$ cat src/hdl/csp_pkg.sv
// types, codes and characters shared by the csv stream parser
package csp_pkg;

  localparam logic [7:0] CH_COMMA = 8'h2C;
  localparam logic [7:0] CH_QUOTE = 8'h22;
  localparam logic [7:0] CH_CR    = 8'h0D;
  localparam logic [7:0] CH_LF    = 8'h0A;

  localparam logic [2:0] PH_ROW      = 3'd0;
  localparam logic [2:0] PH_FIELD    = 3'd1;
  localparam logic [2:0] PH_PLAIN    = 3'd2;
  localparam logic [2:0] PH_QUOTED   = 3'd3;
  localparam logic [2:0] PH_QPEND    = 3'd4;
  localparam logic [2:0] PH_AFTER_CR = 3'd5;

  localparam logic [1:0] KIND_BYTE  = 2'd0;
  localparam logic [1:0] KIND_FEND  = 2'd1;
  localparam logic [1:0] KIND_REND  = 2'd2;
  localparam logic [1:0] KIND_EMPTY = 2'd3;

  localparam int QUEUE_DEPTH = 4;
  localparam int QUEUE_AW    = $clog2(QUEUE_DEPTH);

  typedef struct packed {
    logic [7:0] text_byte;
    logic       is_end;
  } csp_in_t;

  typedef struct packed {
    logic [1:0] kind;
    logic [7:0] field_byte;
    logic       last_of_run;
  } csp_out_t;

  // results produced by one item, handed from decode to the queue
  typedef struct packed {
    logic [1:0] count;
    csp_out_t   first;
    csp_out_t   second;
  } csp_dec_t;

endpackage

$ cat src/hdl/csp_decode.sv
// next parse phase and result items for one input item
module csp_decode import csp_pkg::*; (
  input  logic [2:0] phase,
  input  csp_in_t    item,
  output logic [2:0] phase_next,
  output csp_dec_t   dec
);

  logic [2:0] ph;
  logic [7:0] b;
  logic       eol;
  logic       at_row;
  logic [1:0] k0;
  logic [1:0] k1;
  logic [1:0] n;

  assign ph     = (phase > PH_AFTER_CR) ? PH_ROW : phase;
  assign b      = item.text_byte;
  assign eol    = b inside {CH_CR, CH_LF};
  assign at_row = (ph != PH_FIELD);

  always_comb begin
    phase_next = ph;
    k0 = KIND_BYTE;
    k1 = KIND_BYTE;
    n  = 2'd0;
    if (item.is_end) begin
      if (ph != PH_ROW && ph != PH_AFTER_CR) begin
        k0 = KIND_REND;
        n  = 2'd1;
      end
      phase_next = PH_ROW;
    end else begin
      case (ph)
        PH_QUOTED: begin
          if (b == CH_QUOTE) begin
            phase_next = PH_QPEND;
          end else begin
            n = 2'd1;
          end
        end
        PH_QPEND: begin
          n = 2'd1;
          if (b == CH_QUOTE) begin
            phase_next = PH_QUOTED;
          end else if (b == CH_COMMA) begin
            k0 = KIND_FEND;
            phase_next = PH_FIELD;
          end else if (eol) begin
            k0 = KIND_REND;
            phase_next = (b == CH_CR) ? PH_AFTER_CR : PH_ROW;
          end else begin
            k0 = KIND_FEND;
            n  = 2'd2;
            phase_next = PH_PLAIN;
          end
        end
        PH_PLAIN: begin
          n = 2'd1;
          if (b == CH_COMMA) begin
            k0 = KIND_FEND;
            phase_next = PH_FIELD;
          end else if (eol) begin
            k0 = KIND_REND;
            phase_next = (b == CH_CR) ? PH_AFTER_CR : PH_ROW;
          end
        end
        default: begin
          // row start, after cr, or field start after a comma
          if (ph == PH_AFTER_CR && b == CH_LF) begin
            phase_next = PH_ROW;
          end else if (b == CH_QUOTE) begin
            phase_next = PH_QUOTED;
          end else if (b == CH_COMMA) begin
            k0 = KIND_FEND;
            n  = 2'd1;
            phase_next = PH_FIELD;
          end else if (eol) begin
            k0 = at_row ? KIND_EMPTY : KIND_REND;
            n  = 2'd1;
            phase_next = (b == CH_CR) ? PH_AFTER_CR : PH_ROW;
          end else begin
            n = 2'd1;
            phase_next = PH_PLAIN;
          end
        end
      endcase
    end
  end

  always_comb begin
    dec.count              = n;
    dec.first.kind         = k0;
    dec.first.field_byte   = (k0 == KIND_BYTE) ? b : 8'd0;
    dec.first.last_of_run  = (n == 2'd1);
    dec.second.kind        = k1;
    dec.second.field_byte  = (k1 == KIND_BYTE) ? b : 8'd0;
    dec.second.last_of_run = 1'b1;
  end

endmodule

$ cat src/hdl/csp_outq.sv
// small result queue, takes up to two items per cycle, gives one
module csp_outq import csp_pkg::*; (
  input  logic     clk,
  input  logic     rst,
  input  logic     push,
  input  csp_dec_t dec,
  output logic     room,
  output logic     result_valid,
  input  logic     result_ready,
  output csp_out_t result_item
);

  csp_out_t              mem [QUEUE_DEPTH];
  logic [QUEUE_AW-1:0]   wr_ptr;
  logic [QUEUE_AW-1:0]   rd_ptr;
  logic [QUEUE_AW:0]     count;
  logic [QUEUE_AW:0]     count_next;
  logic [1:0]            push_n;
  logic                  pop;

  assign push_n       = push ? dec.count : 2'd0;
  assign pop          = result_valid && result_ready;
  assign result_valid = (count != '0);
  assign result_item  = mem[rd_ptr];
  // room for the worst case of two items from the next input
  assign room         = (count <= (QUEUE_AW+1)'(QUEUE_DEPTH - 2));
  assign count_next   = count + (QUEUE_AW+1)'(push_n) - (QUEUE_AW+1)'(pop);

  always_ff @(posedge clk) begin
    if (rst) begin
      wr_ptr <= '0;
      rd_ptr <= '0;
      count  <= '0;
    end else begin
      wr_ptr <= wr_ptr + QUEUE_AW'(push_n);
      rd_ptr <= rd_ptr + QUEUE_AW'(pop);
      count  <= count_next;
    end
  end

  always_ff @(posedge clk) begin
    if (push_n != 2'd0) begin
      mem[wr_ptr] <= dec.first;
    end
    if (push_n == 2'd2) begin
      mem[wr_ptr + QUEUE_AW'(1)] <= dec.second;
    end
  end

endmodule

$ cat src/hdl/csv_stream_parser_top.sv
// a result item is registered in the result queue, behind any results waiting there
// throughput: one input item per cycle while the consumer keeps up; an item
//   giving two results (byte right after a closing quote) leaves one extra
//   result, absorbed by the four-entry result queue
// reset: rst is synchronous, active high; clears the parse phase to row start
//   and empties the result queue
module csv_stream_parser_top import csp_pkg::*; (
  input  logic     clk,
  input  logic     rst,
  input  logic     byte_valid,
  output logic     byte_ready,
  input  csp_in_t  byte_item,
  output logic     result_valid,
  input  logic     result_ready,
  output csp_out_t result_item
);

  // parser phase register, the only state the parse needs
  logic [2:0] phase;
  logic [2:0] phase_next;
  csp_dec_t   dec;
  logic       accept;
  logic       room;

  // an item is taken whenever the queue can hold both of its possible results,
  // regardless of whether the consumer is stalled right now
  assign byte_ready = room;
  assign accept     = byte_valid && byte_ready;

  // pure decode of one byte against the current phase
  csp_decode u_decode (
    .phase      (phase),
    .item       (byte_item),
    .phase_next (phase_next),
    .dec        (dec)
  );

  always_ff @(posedge clk) begin
    if (rst) begin
      phase <= PH_ROW;
    end else if (accept) begin
      phase <= phase_next;
    end
  end

  // results are registered in the queue, which also parts the two handshakes
  csp_outq u_outq (
    .clk          (clk),
    .rst          (rst),
    .push         (accept),
    .dec          (dec),
    .room         (room),
    .result_valid (result_valid),
    .result_ready (result_ready),
    .result_item  (result_item)
  );

endmodule

$ cat config.mk
export PLATFORM = sky130hd
export DESIGN_NAME = csv_stream_parser_top
export DESIGN_NICKNAME = d
export VERILOG_FILES = /design/src/hdl/csp_pkg.sv /design/src/hdl/csp_decode.sv /design/src/hdl/csp_outq.sv /design/src/hdl/csv_stream_parser_top.sv
export SDC_FILE = /design/constraint.sdc
export NUM_CORES = 1
export LEC_CHECK = 0
export BUFFER_PORTS_ARGS = -buffer_cell sky130_fd_sc_hd__buf_2
export CORE_MARGIN = 5
export CORE_UTILIZATION = 59
export CTS_CLUSTER_DIAMETER = 60
export CTS_CLUSTER_SIZE = 16
export DETAILED_ROUTE_END_ITERATION = 8
export PLACE_DENSITY = 0.81
export SLEW_MARGIN = 20
export SYNTH_ARGS = -nofsm -noshare
export SYNTH_HDL_FRONTEND = slang
export SYNTH_SLANG_ARGS = --single-unit
$ cat constraint.sdc
create_clock -name clk -period 4.2 [get_ports clk]
set_input_delay 0.84 -clock clk [delete_from_list [all_inputs] [get_ports clk]]
set_output_delay 0.84 -clock clk [all_outputs]
set_load 0.1 [all_outputs]
==> impl_metrics.ini <==
[status]
status = finished clean

[logic_synthesis]
syn-instance-count = 262
yosys_warnings = 0
yosysMostFrequentCell = edfxtp_1
synth_ff_type = edfxtp_1
post-synth-top-area-cell = edfxtp_1
synth-edff-count = 32
synth_commonest_cells = 32 x edfxtp_1, 22 x dfxtp_1, 19 x and2_1
ys_seq_area_share_pct = 47.48
syn_area_um2 = 2952
synth_cell_types = 60
ys_ff_latch = 54
ys_top_cells_by_area = edfxtp_1 33%, dfxtp_1 15%, mux4_2 8.4%, and2_1 4.0%, and3_1 2.5%
syn-num-nets = 281
syn-mean-instance-area_um2 = 11.27
synth_top_area_share_pct = 32.56
async_flop_share_pct = 0

[routing]
drtPass1Iterations = 5
wl_mm = 6.174
initialDrtViolationCount = 213
via_per_inst = 6.179
vias = 2144
drt.antenna.violating_nets = 0
drc = 0
wl_per_cell_um = 17.79

[setup_path]
rrSetupSlack_ns = 0.94
crit_chain = buf_2 > nor3_1 > o2111a_2 > o21ai_1 > a41oi_1 > a21oi_1 > nor2_1
worstSetupPathType = input pin to flop
end_kind = flop
crit_path_top_delay_cell = nor2_1
path_max_fanout = 8
cp.arrival_ns = 3.42
slowest_delay_ns = 0.63
startpoint_type = input pin
required_ns = 4.14

[sta]
slew_viol_final = 0
setup_viol = 0
period_minus_slack_ns = 3.477
slew_headroom_pct = 42.61
fin_ws_ns = 0.7228
finalHoldViolations = 0
timing.hold.ws_ns = 0.4802
fmaxAchievable_mhz = 287.6
tns_ns = 0
timing.final.crit_share_pct = 82.79
rsz0062_at_grt = no
worstMarginPinSlew_ns = 0.8597
skew_ns = 0.01211

[global_route]
grt_overflow_total = 0
antenna_found_initial = 0
grtUsageTotal_pct = 21.05
grt_max_degree = 25
grt_pass1_vias = 1955
grt_pass1_wl_mm = 10.34

[clock_network]
cts_inserted_buffers = 5
cts.repair.resized = 0
htree_levels = 2
post_cts_buffers = 0
cts_tree = done
cts_sinks = 54
clk_latency_ns = 0.31
clockRootBuffer = clkbuf_8
hold_buffers = 0
path_clk_slew_ns = 0.10
clk_path_buf_depth = 2

[power_and_ir_drop]
peakVddDrop_mv = 0.4901
p_total_mw = 1.775
p_leak_nw = 1.174
p_per_area_nw_per_um2 = 557.5

[flow_run]
max_cap_violations = 0

[die]
ioPinCount = 26
dieWidth_um = 80.73
fp.dieH_um = 80.73
placement_rows = 25
core_um2 = 4786
initial_core_util_pct = 61.67
die_area_um2 = 6517

[layout]
final_layout_size_suffix_gt1_share_pct = 20.00
multiInputGateArea_um2 = 1439
syn_to_final_growth_pct = 7.885
ff_latch_area_um2 = 1401
nNetsFinal = 298
fillers = 385
n_antenna_cell = 0

[placed_design]
pre_cts_ws_ns = 0.4377
gp_congestion = 0.9351
place_hpwl_mm = 4.603
port-buffer-count = 25

[hold_path]
hold_class = flop to flop
[layout by cell type (no fill, tap or decap), drive strengths merged, types with 3 or more instances in the layout]
| cell type | synthesis | routed |
|---|---|---|
| nor2 | 17 | 17 |
| inv | 10 | 10 |
| nand3 | 9 | 9 |
| edfxtp | 32 | 32 |
| a21oi | 10 | 10 |
| and3 | 12 | 12 |
| nand2 | 13 | 13 |
| nor2b | 7 | 7 |
| ha | 5 | 5 |
| buf | 6 | 25 |
| mux4 | 11 | 11 |
| nor3 | 8 | 8 |
| o21ai | 8 | 8 |
| mux2i | 4 | 4 |
| xnor2 | 5 | 5 |
| and2 | 19 | 19 |
| a41oi | 3 | 3 |
| dfxtp | 22 | 22 |
| or3 | 5 | 5 |
| clkbuf | 9 | 5 |
| o211ai | 3 | 3 |
| clkinv | 0 | 3 |
[per-stage QoR]
stage | area, um2 | utilization [%] | std cells
finish | 3184 | 66.54 | 347
global route | 3184 | 66.54 | 347
CTS | 3184 | 66.54 | 347
detailed placement | 3089 | 64.55 | 339
global placement | 3089 | 64.55 | 339
floorplan | 2952 | - | 262
[power by group]
part | leakage (nW) | switching, mW | internal (mW)
Combinational | 0.670 | 0.549 | 0.206
Sequential | 0.455 | 0.0954 | 0.627
Clock | 0.0483 | 0.178 | 0.121
[layout make-up]
class                      instances  area share, %
inverter                          10          1.257
clock buffer                       5          2.161
multi-input combinational        183          45.19
timing repair buffer              25          3.929
clock inverter                     3         0.8251
sequential                        54          44.01
tap                               67          2.633
[state kept, by name (all words and copies together), names as in the netlist]
signal,cells
u_outq.count,3
u_outq.wr_ptr,2
u_outq.rd_ptr,2
phase,3
u_outq.mem,44
[final timing paths]
kind	from	to	depth (start not counted)
max	byte_item[5]	u_outq.mem[3][7]	7
min	u_outq.mem[0][9]	u_outq.mem[0][9]	2
max reg2reg	phase[0]	u_outq.mem[3][7]	7
min reg2reg	u_outq.mem[0][9]	u_outq.mem[0][9]	2
[per-layer routing]
metal / track usage, % / part of all wire (%) / vias to the layer above / wire, um
met5: 0 / 0 / - / 0
met3: 4.989 / 7.8 / 5 / 481
li1: - / - / 1028 / -
met4: 6.081 / 1.0 / 0 / 63
met1: 30.54 / 44 / 1022 / 2744
met2: 31.71 / 47 / 89 / 2885
[worst max-delay path: cells and delay by family]
kind | cells | cell delay [ns]
buffers and inverters | 1 | 0.13
and+or+nand+nor | 2 | 1.17
AOI/OAI and AO/OA | 4 | 1.27
[cells by family (layout without fill, tap and decap cells)]
family	after synthesis	in the layout	synth area share, %
fa+ha+maj	6	6	2.798
simple gates	106	106	20.64
xor+xnor	7	7	2.077
mux	16	16	10.13
buf+inv	25	43	3.773
compound gates	48	48	13.10
flops	54	54	47.48
(Power assumes the default switching activity.)
